## src/hdl/b2d_pkg.sv

```systemverilog
package b2d_pkg;

  localparam int VALUE_W    = 32;
  localparam int NUM_DIGITS = 10;
  localparam int BCD_W      = 4 * NUM_DIGITS;
  localparam int IDX_W      = $clog2(NUM_DIGITS);
  localparam int CNT_W      = $clog2(VALUE_W);
  localparam int CHAR_W     = 6;

  localparam logic [CHAR_W-1:0] ASCII_ZERO = 6'd48;

  typedef struct packed {
    logic             done;     // one-cycle pulse, bcd holds the final digits
    logic [IDX_W-1:0] msd_idx;  // index of the most significant nonzero digit
  } b2d_status_t;

endpackage

```

## src/hdl/b2d_dabble.sv

```systemverilog
module b2d_dabble (
  input  logic                         clk,
  input  logic                         rst,
  input  logic                         start,
  input  logic [b2d_pkg::VALUE_W-1:0]  value,
  output logic [b2d_pkg::BCD_W-1:0]    bcd,
  output b2d_pkg::b2d_status_t         status
);
  import b2d_pkg::*;

  logic [VALUE_W-1:0] bin;
  logic [CNT_W-1:0]   cnt;
  logic               busy;
  logic               done;
  logic [BCD_W-1:0]   bcd_adj;
  logic [IDX_W-1:0]   msd_idx;

  // add-3 correction on every digit that is 5 or more, ahead of the shift
  always_comb begin
    for (int i = 0; i < NUM_DIGITS; i++) begin
      if (bcd[i*4 +: 4] >= 4'd5) begin
        bcd_adj[i*4 +: 4] = bcd[i*4 +: 4] + 4'd3;
      end else begin
        bcd_adj[i*4 +: 4] = bcd[i*4 +: 4];
      end
    end
  end

  always_comb begin
    msd_idx = '0;
    for (int i = 0; i < NUM_DIGITS; i++) begin
      if (bcd[i*4 +: 4] != 4'd0) begin
        msd_idx = IDX_W'(i);
      end
    end
  end

  always_ff @(posedge clk) begin
    if (rst) begin
      busy <= 1'b0;
      done <= 1'b0;
      cnt  <= '0;
    end else begin
      done <= busy && !start && (cnt == CNT_W'(VALUE_W - 1));
      if (start) begin
        busy <= 1'b1;
        cnt  <= '0;
      end else if (busy) begin
        cnt <= cnt + 1'b1;
        if (cnt == CNT_W'(VALUE_W - 1)) begin
          busy <= 1'b0;
        end
      end
    end
  end

  always_ff @(posedge clk) begin
    if (start) begin
      bin <= value;
      bcd <= '0;
    end else if (busy) begin
      bcd <= {bcd_adj[BCD_W-2:0], bin[VALUE_W-1]};
      bin <= {bin[VALUE_W-2:0], 1'b0};
    end
  end

  assign status.done    = done;
  assign status.msd_idx = msd_idx;

endmodule

```

## src/hdl/binary_to_decimal_ascii.sv

```systemverilog
// Converts an unsigned 32-bit number to decimal ASCII text.
// Input channel: in_valid / in_ready with value. One beat is one number.
// Output channel: out_valid / out_ready with digit_char and last. One beat
// per decimal digit, most significant first, no leading zeros; last marks
// the least significant digit. Zero gives a single '0' beat.
// The double-dabble unit shifts one bit per cycle. After its done pulse
// the controller loads the index of the leading digit and shows the
// first digit; digits then follow one per cycle while out_ready is high.
// A number gives 1 to 10 digit beats; the next one is accepted only
// after its last beat; in_ready is high only while no number is in flight.
// A stall on the output holds the current digit steady until taken; the
// converter simply waits.
// Reset (rst, synchronous, active high) drops any number in flight and
// returns the block to ready.
module binary_to_decimal_ascii (
  input  logic                         clk,
  input  logic                         rst,
  input  logic                         in_valid,
  output logic                         in_ready,
  input  logic [b2d_pkg::VALUE_W-1:0]  value,
  output logic                         out_valid,
  input  logic                         out_ready,
  output logic [b2d_pkg::CHAR_W-1:0]   digit_char,
  output logic                         last
);
  import b2d_pkg::*;

  localparam logic [1:0] ST_IDLE = 2'd0;
  localparam logic [1:0] ST_CONV = 2'd1;
  localparam logic [1:0] ST_EMIT = 2'd2;

  logic [1:0]       state;
  logic [IDX_W-1:0] idx;
  logic [BCD_W-1:0] bcd;
  b2d_status_t      status;
  logic             start;
  logic [3:0]       digit;

  assign in_ready = (state == ST_IDLE);
  assign start    = in_valid && in_ready;

  b2d_dabble u_dabble (
    .clk    (clk),
    .rst    (rst),
    .start  (start),
    .value  (value),
    .bcd    (bcd),
    .status (status)
  );

  always_ff @(posedge clk) begin
    if (rst) begin
      state <= ST_IDLE;
      idx   <= '0;
    end else begin
      case (state)
        ST_IDLE: begin
          if (start) begin
            state <= ST_CONV;
          end
        end
        ST_CONV: begin
          if (status.done) begin
            idx   <= status.msd_idx;
            state <= ST_EMIT;
          end
        end
        ST_EMIT: begin
          if (out_ready) begin
            if (idx == '0) begin
              state <= ST_IDLE;
            end else begin
              idx <= idx - 1'b1;
            end
          end
        end
        default: begin
          state <= ST_IDLE;
        end
      endcase
    end
  end

  assign digit      = bcd[idx*4 +: 4];
  assign out_valid  = (state == ST_EMIT);
  assign digit_char = ASCII_ZERO + {{(CHAR_W-4){1'b0}}, digit};
  assign last       = (idx == '0);

endmodule

```

## config.mk

```make
export PLATFORM = sky130hd
export DESIGN_NAME = binary_to_decimal_ascii
export DESIGN_NICKNAME = d
export VERILOG_FILES = /design/src/hdl/b2d_pkg.sv /design/src/hdl/b2d_dabble.sv /design/src/hdl/binary_to_decimal_ascii.sv
export SDC_FILE = /design/constraint.sdc
export NUM_CORES = 1
export LEC_CHECK = 0
export BUFFER_PORTS_ARGS = -buffer_cell sky130_fd_sc_hd__buf_4
export CORE_ASPECT_RATIO = 1.75
export CORE_MARGIN = 4
export CORE_UTILIZATION = 54
export DETAILED_ROUTE_END_ITERATION = 7
export GPL_TIMING_DRIVEN = 0
export PLACE_DENSITY_LB_ADDON = 0.1
export SLEW_MARGIN = 20
export SYNTH_ARGS = -nofsm -noshare
export SYNTH_HDL_FRONTEND = slang
export SYNTH_SLANG_ARGS = --single-unit
```

## constraint.sdc

```tcl
create_clock -name clk -period 1.95 [get_ports clk]
set_input_delay 0.195 -clock clk [delete_from_list [all_inputs] [get_ports clk]]
set_output_delay 0.195 -clock clk [all_outputs]
set_load 0.01 [all_outputs]
```

==> results of run 1 <==
cells in the final DEF (no fill, tap or decap), types with 10 or more instances in the layout:
| cell | Yosys | layout |
|---|---|---|
| a21oi_1 | 39 | 37 |
| buf_4 | 3 | 46 |
| dfxtp_1 | 53 | 51 |
| edfxtp_1 | 32 | 32 |
| ha_1 | 23 | 22 |
| inv_1 | 24 | 24 |
| mux2_1 | 20 | 20 |
| mux2_2 | 11 | 11 |
| mux2i_1 | 19 | 19 |
| nand2_1 | 25 | 25 |
| nand2b_1 | 29 | 29 |
| nand3_1 | 25 | 22 |
| nor2_1 | 30 | 30 |
| o211ai_1 | 10 | 10 |
| o21ai_0 | 20 | 20 |
| xnor2_1 | 20 | 20 |
sequential cells by signal, summed over array words and instances, names as in the netlist:
register	count
u_dabble.done	1
idx	4
u_dabble.cnt	5
u_dabble.bcd	40
u_dabble.bin	32
state	2
u_dabble.busy	1
stage by stage:
step / cells / hold slack [ns] / TNS (ns)
5_1_grt: 646 / 0.136 / -0.377
4_1_cts: 645 / 0.135 / -0.0728
3_5_place_dp: 626 / 0.488 / -7.05
3_3_place_gp: 626 / 0.479 / -7.86
6_report: 646 / 0.145 / -0.0201
2_1_floorplan: 468 / 0.369 / 0
where the power goes:
group / switching [mW] / total, mW / internal, mW / leakage [nW]
Combinational: 0.204 / 0.398 / 0.194 / 1.25
Sequential: 0.0342 / 2.00 / 1.96 / 0.743
Clock: 0.694 / 1.72 / 1.03 / 0.144
Total: 0.932 / 4.12 / 3.19 / 2.13
synth_stat cells, types with 4 or more instances:
| master | count | area, um^2 |
|---|---|---|
| clkbuf_1 | 9 | 33.8 |
| edfxtp_1 | 32 | 961 |
| xnor2_1 | 20 | 175 |
| o211ai_1 | 10 | 75.1 |
| nand3_1 | 25 | 125 |
| nand2b_1 | 29 | 181 |
| a21o_1 | 8 | 60.1 |
| nor2_1 | 30 | 113 |
| mux4_2 | 6 | 135 |
| o21ai_1 | 6 | 30.0 |
| mux2_2 | 11 | 124 |
| dfxtp_1 | 53 | 1060 |
| nand2_1 | 25 | 93.8 |
| buf_2 | 9 | 45.0 |
| o21ai_0 | 20 | 100 |
| inv_1 | 24 | 90.1 |
| nor3_1 | 4 | 20.0 |
| ha_1 | 23 | 288 |
| mux2_1 | 20 | 225 |
| mux2i_1 | 19 | 190 |
| a21oi_1 | 39 | 195 |
worst min path at each step:
stage,startpoint,end,slack [ns],depth (start not counted)
after floorplan,in_valid,state[0],0.37,2
after global placement,u_dabble.cnt[4],u_dabble.cnt[4],0.48,2
after detailed placement,value[26],u_dabble.bin[26],0.49,2
after CTS,value[12],u_dabble.bin[12],0.14,2
after global routing,value[10],u_dabble.bin[10],0.14,2
final,value[20],u_dabble.bin[20],0.14,2
timing repair:
item / 4_1_cts / 5_1_grt
endpoints found under the setup margin: 41 / 24
gates cloned: 1 / 0
resized for setup: 15 / 7
buffers inserted: 3 / 1
pin swaps: 2 / 1
metal layers:
metal / wire (um) / global-route usage
met1: 4220 / 0.238
met2: 5770 / 0.389
met3: 521 / 0.0492
met4: 176 / 0.0759
met5: 0 / 0
layout make-up:
| class | instances | area (um^2) | share of cell area |
|---|---|---|---|
| multi-input combinational | 334 | 2540 | 0.453 |
| sequential | 85 | 2030 | 0.362 |
| timing repair buffer | 45 | 342 | 0.0610 |
| clock buffer | 11 | 243 | 0.0433 |
| buffer | 24 | 153 | 0.0272 |
| tap | 117 | 146 | 0.0261 |
| inverter | 25 | 93.8 | 0.0167 |
| clock inverter | 5 | 58.8 | 0.0105 |
cells by family after synthesis:
logic type / Yosys count
muxes: 58
buffers and inverters: 50
other: 1
AOI/OAI and AO/OA: 93
and+or+nand+nor: 135
DFF: 85
xor gates and xnor gates: 22
adders and majority gates: 23
==> results.tsv, run 1 <==
stage	metric	value	unit
synth	Top FF cell, synth	dfxtp_1	
timing	Fin. Hold Viols	0	
critical_path	CP Data Arrival Time	1.76	ns
cts	CTS Hold Buffers Added	0	
cells_and_area	nets@finish	583	
placement	IO Port Bufs	41	
grt	total gr overflow	0	
synth	adder-cell share of the synthesized area	0.0608	
critical_path	Slowest-stage cell, CP	mux4_2	
critical_path	Critical Path Start Type	register	
placement	Post-Place Worst Slack	-0.323	ns
synth	Synth cell types	50	
floorplanning	Ports	45	
route	DRC	0	
status	status	complete, but fails checks	
route	antenna-violating nets left	0	
cells_and_area	Synth-to-Final Area Change	18.3	%
critical_path	WP buf/inv	3	
synth	Synth Warn #	0	
timing	fin crit share	1.00	
cts	clock slew at reported path FFs	0.06	ns
route	initial drt markers	189	
synth	largest family of logic cells by synthesized area	simple AND/OR/NAND/NOR gates	
job	Max Cap Viol	0	
timing	RSZ-0062 raised after global routing	true	
critical_path	Levels on crit path	6	
route	DR WL/cell	16.5	um
floorplanning	DIE HEIGHT	132	um
critical_path	Reg2Reg Depth	7	
critical_path	Critical Path End Type	output port	
critical_path	Largest delay share family, worst path	multiplexers	
grt	largest net degree at the start of global routing	17	
synth	Synth Area in XOR/XNOR	0.0407	
timing	fin. max-slew vios	0	
placement	GP Congestion	0.883	
synth	Mapped Area	4740	um^2
critical_path	crit path from	idx[0]	
timing	fin crit period	1.96	ns
placement	dpl hpwl	7.77	mm
route	drt first pass iters	4	
cells_and_area	fill count	738	
cells_and_area	Final Cell Area	5600	um^2
timing	clock skew	0.00459	ns
grt	vias in the first global route	3645	
cts	Worst-Skew Late Latency	0.34	ns
timing	setup violators final	3	
hold_path	Hold Path Class	input port to register	
cells_and_area	post-layout util	0.650	
critical_path	reg2reg end	idx[0]	
timing	Slew headroom	0.534	
grt	first-pass GRT wire length	17.4	mm
critical_path	Worst Path Max Fanout	7	
synth	post-synthesis average cell area	10.1	um^2
cells_and_area	antenna cells	0	
floorplanning	width of the die	78.8	um
cts	H-tree levels	3	
critical_path	R2R Setup Slk	0.03	ns
cts	Clock Path Buffers	2	
synth	Seq/Total Area, Yosys	0.427	
grt	Tot GR Track Use	0.214	
power_and_ir_drop	LEAKAGE	2.13	nW
cts	Root Buffer	clkbuf_16	
timing	post-route setup slack	-0.00769	ns
synth	Async SR Flop Fraction	0	
critical_path	crit path to	digit_char[1]	
floorplanning	Site Rows	45	
floorplanning	Starting Density	0.550	
synth	Cells after Synth	467	
cts	CTS tree	built	
synth	count of state elements after synthesis	85	
timing	Tightest Pin Transition	0.698	ns
route	DR vias	3585	
cts	clk sinks	85	
synth	EDFF count, synth	32	
timing	fmax	511	MHz
power_and_ir_drop	PwrDens	735	nW/um^2
status	failing checks	negative setup slack	
grt	initial antenna violation count	0	
synth	Post-Synth Simple-Gate Area	0.154	
synth	Compound-Gate Fraction of Synth Area	0.114	
critical_path	CP Cell Sequence	buf_8, buf_6, mux4_2, nand3_2, o21ai_2, buf_4	
route	vias per std cell	5.55	
power_and_ir_drop	Power, Total	4.12	mW
placement	placed inst area	5200	um^2
floorplanning	core region area	8610	um^2
synth	mux cell area share after synthesis	0.154	
cells_and_area	layout cell share with drive strength beyond 1	0.216	
route	total wire length	10.7	mm
critical_path	Critical Setup Path Class	register to output port	
floorplanning	die footprint	10400	um^2
critical_path	Reg2Reg Launch Point	u_dabble.bcd[4]	
critical_path	Largest stage delay, worst path	0.52	ns
critical_path	Critical Path RT	1.75	ns
power_and_ir_drop	VDD IR max	0.000527	V
cts	CTS Buf Count	9	
Note: power is estimated with default switching activity, not from simulation.
==> run 2: changes to the inputs <==
--- a/config.mk
+++ b/config.mk
@@ -8,7 +8,8 @@
 export BUFFER_PORTS_ARGS = -buffer_cell sky130_fd_sc_hd__buf_4
 export CORE_ASPECT_RATIO = 1.75
 export CORE_MARGIN = 4
-export CORE_UTILIZATION = 54
+export CORE_UTILIZATION = 56
+export CTS_BUF_LIST = sky130_fd_sc_hd__clkbuf_8
 export DETAILED_ROUTE_END_ITERATION = 7
 export GPL_TIMING_DRIVEN = 0
 export PLACE_DENSITY_LB_ADDON = 0.1
==> run 2 against run 1 <==
Compared with the run above:
- the run still ends with negative setup slack left
- routed wire length down 2.4%
- critical path depth stayed put
- design area shrank 2.3%
- register-to-register slack better by 0.03 ns
- sequential share of layout area rose by 0.81 points
- critical endpoint is now digit_char[3]
- largest cell class unchanged
- largest power group unchanged
==> results.tsv, run 2 (same netlist as run 1, synthesis figures left out) <==
stage	metric	value	unit	change
job	Max Cap Viol	0		unchanged
status	failing checks	negative setup slack		
timing	fin crit period	2.00	ns	+0.0404 ns
floorplanning	width of the die	77.5	um	-1.6%
grt	largest net degree at the start of global routing	17		unchanged
timing	fin crit share	1.02		+0.0207
timing	fmax	500	MHz	-2.0%
cells_and_area	Top Registers	u_dabble.bcd x40, u_dabble.bin x32, u_dabble.cnt x5		
power_and_ir_drop	VDD IR max	0.000429	V	-19%
cells_and_area	Largest register FFs	40		unchanged
timing	Slew headroom	0.548		+0.0134
cts	Root Buffer	clkbuf_8		
route	drt first pass iters	4		unchanged
placement	placed inst area	5160	um^2	-0.60%
route	vias per std cell	5.77		+4.0%
timing	setup violators final	3		unchanged
route	DRC	0		unchanged
grt	first-pass GRT wire length	17.3	mm	-0.67%
cells_and_area	antenna cells	0		unchanged
cells_and_area	Multi-input gate area	2540	um^2	about the same
cells_and_area	most flop-heavy register	u_dabble.bcd		
route	DR vias	3585		unchanged
grt	vias in the first global route	3581		-1.8%
grt	total gr overflow	0		unchanged
route	antenna-violating nets left	0		unchanged
floorplanning	Starting Density	0.573		+0.0237
power_and_ir_drop	sw frac	0.239		+0.0124
floorplanning	die footprint	10000	um^2	-3.3%
critical_path	Worst Path Max Fanout	8		+1
timing	RSZ-0062 raised after global routing	true		
placement	IO Port Bufs	41		unchanged
timing	Fin. Hold Viols	0		unchanged
cells_and_area	commonest non-fill, non-tap cell in the layout	dfxtp_1		
critical_path	Critical Path Start Type	register		
route	initial drt markers	186		-1.6%
cts	CTS Buf Count	9		unchanged
timing	hold slack	0.106	ns	-0.0388 ns
critical_path	Critical Setup Path Class	register to output port		
cells_and_area	layout cell share with drive strength beyond 1	0.219		+0.00378
hold_path	Hold Path Class	input port to register		
floorplanning	DIE HEIGHT	130	um	-1.7%
cts	Worst-Skew Late Latency	0.36	ns	+0.02 ns
power_and_ir_drop	Power, Total	3.65	mW	-11%
critical_path	Critical Path End Type	output port		
cts	clk sinks	85		unchanged
placement	GP Congestion	0.910		+3.0%
critical_path	Critical Path RT	1.75	ns	about the same
power_and_ir_drop	Gate power share	0.109		+0.012
cts	H-tree levels	3		unchanged
critical_path	CP Data Arrival Time	1.80	ns	+0.04 ns
route	total wire length	10.4	mm	-2.4%
cells_and_area	nets@finish	583		unchanged
placement	dpl hpwl	7.69	mm	-1.0%
cts	CTS tree	built		
status	status	complete, but fails checks		
power_and_ir_drop	LEAKAGE	2.08	nW	-2.6%
power_and_ir_drop	Clk network pwr share	0.344		-0.075
power_and_ir_drop	Net Switching	0.870	mW	-6.6%
timing	post-route setup slack	-0.0481	ns	-0.0404 ns
floorplanning	Ports	45		unchanged
timing	clock skew	0.00379	ns	-0.000807 ns
cells_and_area	fill count	697		-5.6%
grt	Tot GR Track Use	0.221		+0.00742
grt	initial antenna violation count	0		unchanged
cells_and_area	Final Cell Area	5470	um^2	-2.3%
power_and_ir_drop	PwrDens	666	nW/um^2	-9.4%
floorplanning	core region area	8260	um^2	-4.1%
cts	clock slew at reported path FFs	0.08	ns	+0.02 ns
cells_and_area	Synth-to-Final Area Change	15.6	%	
route	DR WL/cell	16.8	um	+1.5%
cts	Clock Path Buffers	2		unchanged
power_and_ir_drop	P_int	2.77	mW	-13%
power_and_ir_drop	sequential power share	0.547		+0.062
cells_and_area	most frequent cells in the layout	dfxtp_1 (51), buf_4 (45), a21oi_1 (38), edfxtp_1 (32), nor2_1 (30)		
floorplanning	Site Rows	44		-2.2%
cells_and_area	Seq. cell area	2020	um^2	-0.12%
timing	fin. max-slew vios	0		unchanged
timing	Tightest Pin Transition	0.678	ns	-0.0201 ns
## run 2: cell type report
class                           count  share of cell area
Inverter                           25              0.0171
Tap cell                           92              0.0210
Clock buffer                       10              0.0251
Multi-Input combinational cell    334               0.464
Clock inverter                      6              0.0114
Buffer                             24              0.0279
Sequential cell                    85               0.370
Timing Repair Buffer               45              0.0631
## run 2: power by group through the flow
| stage | Sequential, mW | Clock [mW] | Combinational [mW] |
|---|---|---|---|
| after floorplan | 2.02 | 0 | 0.251 |
| after global placement | 2.03 | 0 | 0.383 |
| after detailed placement | 2.04 | 0 | 0.391 |
| after CTS | 1.99 | 1.28 | 0.404 |
| after global routing | 2.00 | 1.36 | 0.435 |
| final | 1.99 | 1.25 | 0.397 |
## run 2: final timing paths
check                startpoint             to  slack, ns  depth (start not counted)
setup reg to reg         idx[0]         idx[0]       0.06                          9
hold / removal        out_ready       state[1]       0.11                          4
hold reg to reg   u_dabble.done       state[0]       0.46                          1
setup / recovery         idx[0]  digit_char[3]      -0.05                          6
## run 2: stage by stage
| stage | std cells | util | setup WS [ns] | setup TNS [ns] |
|---|---|---|---|---|
| after global routing | 621 | 0.663 | -0.111 | -0.535 |
| after CTS | 620 | 0.658 | -0.0549 | -0.175 |
| after floorplan | 468 | - | 0.0386 | 0 |
| final | 621 | 0.663 | -0.0481 | -0.131 |
| after global placement | 601 | 0.625 | -0.228 | -6.69 |
| after detailed placement | 601 | 0.625 | -0.297 | -7.74 |
## run 2: worst max-delay path, cell delays in order, from the launching register on
cell     delay [ns]
dfxtp_2        0.34
buf_8          0.14
buf_4          0.12
mux4_2         0.50
nand3_2        0.09
o21ai_1        0.08
buf_4          0.17
## run 2: metal layers
metal | vias to the layer above | global-route usage | share of wire
li1 | 1762 | - | -
met2 | 69 | 0.404 | 0.54
met4 | 0 | 0.0860 | 0.021
met3 | 17 | 0.0480 | 0.041
met5 | - | 0 | 0
met1 | 1737 | 0.250 | 0.40
## run 2: timing repair
| item | in CTS | in global routing |
|---|---|---|
| cloned | 1 | 0 |
| buffers inserted | 3 | 1 |
| endpoints found under the setup margin | 41 | 8 |
| resized for setup | 16 | 7 |
| pin swaps | 2 | 1 |
| hold buffers | 0 | 0 |
==> run 3: changes to the inputs <==
--- a/config.mk
+++ b/config.mk
@@ -6,9 +6,11 @@
 export NUM_CORES = 1
 export LEC_CHECK = 0
 export BUFFER_PORTS_ARGS = -buffer_cell sky130_fd_sc_hd__buf_4
+export CELL_PAD_IN_SITES_DETAIL_PLACEMENT = 1
+export CELL_PAD_IN_SITES_GLOBAL_PLACEMENT = 1
 export CORE_ASPECT_RATIO = 1.75
 export CORE_MARGIN = 4
-export CORE_UTILIZATION = 56
+export CORE_UTILIZATION = 48
 export CTS_BUF_LIST = sky130_fd_sc_hd__clkbuf_8
 export DETAILED_ROUTE_END_ITERATION = 7
 export GPL_TIMING_DRIVEN = 0
==> constraint.sdc (replaced) <==
create_clock -name clk -period 2.2 [get_ports clk]
set_input_delay 0.22 -clock clk [delete_from_list [all_inputs] [get_ports clk]]
set_output_delay 0.22 -clock clk [all_outputs]
set_load 0.01 [all_outputs]
==> run 3 against run 2 <==
Compared with the run above:
- the run now ends clean
- clock skew is 0.0079 ns higher
- flip-flop and latch count stayed put
- largest power group unchanged
- design area is 1.6% lower
- critical path type unchanged
- combinational power is 11% lower
- worst hold slack better by 0.029 ns
==> results.tsv, run 3 (same netlist as run 1, synthesis figures left out) <==
stage	metric	value	unit	change
critical_path	Critical Path End Type	output port		
timing	setup violators final	0		-3
timing	fmax	470	MHz	
grt	largest net degree at the start of global routing	33		+16
cts	CTS tree	built		
floorplanning	core region area	9530	um^2	+15%
cells_and_area	layout cell share with drive strength beyond 1	0.187		-0.0319
power_and_ir_drop	sw frac	0.263		+0.0242
floorplanning	width of the die	83.1	um	+7.2%
cts	CTS Buf Count	9		unchanged
cts	H-tree levels	3		unchanged
timing	hold slack	0.135	ns	+0.0294 ns
floorplanning	Site Rows	47		+6.8%
cts	setup repair bufs after CTS	0		-3
cells_and_area	most frequent cells in the layout	dfxtp_1 (52), buf_4 (43), a21oi_1 (39), edfxtp_1 (32), nor2_1 (30)		
cts	CTS Hold Buffers Added	0		unchanged
timing	fin crit share	0.968		
timing	Tightest Pin Transition	0.673	ns	-0.00532 ns
floorplanning	Ports	45		unchanged
route	DR vias	3689		+2.9%
status	status	finished clean		
grt	Tot GR Track Use	0.211		-0.0105
route	antenna-violating nets left	0		unchanged
hold_path	Hold Path Class	input port to register		
cts	clk sinks	85		unchanged
grt	vias in the first global route	3954		+10%
power_and_ir_drop	Clk network pwr share	0.325		-0.019
power_and_ir_drop	PwrDens	584	nW/um^2	-12%
power_and_ir_drop	LEAKAGE	2.03	nW	-2.5%
cells_and_area	Finished Layout Cells	645		+3.9%
power_and_ir_drop	P_int	2.32	mW	-16%
timing	Fin. Hold Viols	0		unchanged
cts	Root Buffer	clkbuf_8		
placement	dpl hpwl	8.86	mm	+15%
cells_and_area	nets@finish	578		-0.86%
cts	Clock Path Buffers	2		unchanged
critical_path	Critical Path Start Type	register		
job	Max Cap Viol	0		unchanged
power_and_ir_drop	Net Switching	0.827	mW	-5.0%
cells_and_area	antenna cells	0		unchanged
critical_path	CP Data Arrival Time	1.91	ns	+0.11 ns
critical_path	Slowest-stage cell, CP	mux4_2		
route	vias per std cell	5.72		-0.93%
cells_and_area	commonest non-fill, non-tap cell in the layout	dfxtp_1		
route	drt first pass iters	4		unchanged
timing	fin crit period	2.13	ns	
placement	Placed Cells incl. Taps	631		+5.0%
timing	Slew headroom	0.551		+0.00355
critical_path	Largest stage delay, worst path	0.53	ns	+0.03 ns
timing	RSZ-0062 raised after global routing	false		
floorplanning	DIE HEIGHT	139	um	+7.5%
placement	IO Port Bufs	41		unchanged
grt	initial antenna violation count	0		unchanged
power_and_ir_drop	sequential power share	0.563		+0.016
power_and_ir_drop	Gate power share	0.112		+0.003
route	DR WL/cell	18.5	um	+9.9%
critical_path	Critical Path RT	1.98	ns	+0.23 ns
critical_path	R2R Setup Slk	0.15	ns	+0.09 ns
route	total wire length	11.9	mm	+14%
route	DRC	0		unchanged
route	initial drt markers	91		-51%
grt	first-pass GRT wire length	19.7	mm	+14%
timing	fin. max-slew vios	0		unchanged
critical_path	CP Cell Sequence	buf_6, buf_8, mux4_2, nand3_1, o21ai_1, buf_4		
cells_and_area	Largest register FFs	40		unchanged
cells_and_area	most flop-heavy register	u_dabble.bcd		
floorplanning	die footprint	11600	um^2	+15%
placement	placed inst area	5200	um^2	+0.68%
placement	GP Congestion	0.824		-9.4%
power_and_ir_drop	VDD IR max	0.000313	V	-27%
cells_and_area	Synth-to-Final Area Change	13.7	%	
timing	clock skew	0.0117	ns	+0.00794 ns
cts	Worst-Skew Late Latency	0.36	ns	about the same
floorplanning	Starting Density	0.497		-0.0764
critical_path	Worst Path Max Fanout	10		+2
cells_and_area	Final Cell Area	5390	um^2	-1.6%
cts	clock slew at reported path FFs	0.09	ns	about the same
cells_and_area	Top Registers	u_dabble.bcd x40, u_dabble.bin x32, u_dabble.cnt x5		
critical_path	Critical Setup Path Class	register to output port		
grt	total gr overflow	0		unchanged
[run 3: changes by cell type in the layout (fill, tap and decap cells not counted), moves of 2 or more]
cell      change
clkinv_2      -2
inv_6         +2
o21ai_2       -2
o21ai_1       +2
mux4_1        +2
nand3_1       +3
mux4_2        -2
nand3_2       -3
buf_4         -2
[run 3: path summary, 6_finish.rpt]
| check | startpoint | end | depth (start not counted) |
|---|---|---|---|
| setup reg to reg | idx[0] | idx[0] | 9 |
| hold / removal | value[22] | u_dabble.bin[22] | 2 |
| hold reg to reg | u_dabble.done | state[0] | 1 |
| setup / recovery | idx[0] | digit_char[0] | 6 |
[run 3: timing repair]
action	CTS	global route
setup endpoints to repair	40	5
resized for setup	3	3
endpoints found under the hold margin	0	0
[run 3: power groups by stage]
stage | Sequential, mW | Combinational (mW) | Clock, mW
6_report | 1.77 | 0.353 | 1.02
4_1_cts | 1.77 | 0.358 | 1.04
3_3_place_gp | 1.80 | 0.342 | 0
3_5_place_dp | 1.81 | 0.352 | 0
5_1_grt | 1.78 | 0.387 | 1.12
2_1_floorplan | 1.79 | 0.222 | 0
[run 3: routing by layer]
| layer | part of all wire | global-route usage | routed length, um |
|---|---|---|---|
| met2 | 0.54 | 0.395 | 6460 |
| met1 | 0.40 | 0.229 | 4770 |
| met3 | 0.031 | 0.0373 | 365 |
| met4 | 0.026 | 0.0896 | 306 |
| met5 | 0 | 0 | 0 |
[run 3: cell type report]
class | instances | area, um^2
Clock inverter | 6 | 47.5
Fill cell | 1098 | 4140
Inverter | 25 | 93.8
Timing Repair Buffer | 41 | 308
Buffer | 24 | 149
Tap cell | 122 | 153
Clock buffer | 9 | 124
Multi-Input combinational cell | 333 | 2490
Sequential cell | 85 | 2020
[run 3: worst max-delay path, delay by kind of cell (launching register included)]
kind | cells | cell delay (ns)
AOI/OAI and AO/OA | 1 | 0.08
buffers and inverters | 3 | 0.49
DFF | 1 | 0.34
muxes | 1 | 0.53
and+or+nand+nor | 1 | 0.10
[run 3: metrics by stage]
stage               utilization  worst slack, ns  power (mW)  TNS, ns
floorplan                     -            0.239        2.01        0
global placement          0.546          -0.0698        2.15   -0.180
detailed placement        0.546           -0.105        2.16   -0.250
CTS                       0.564          0.00460        3.18        0
global route              0.565          0.00570        3.28        0
finish                    0.565           0.0706        3.14        0
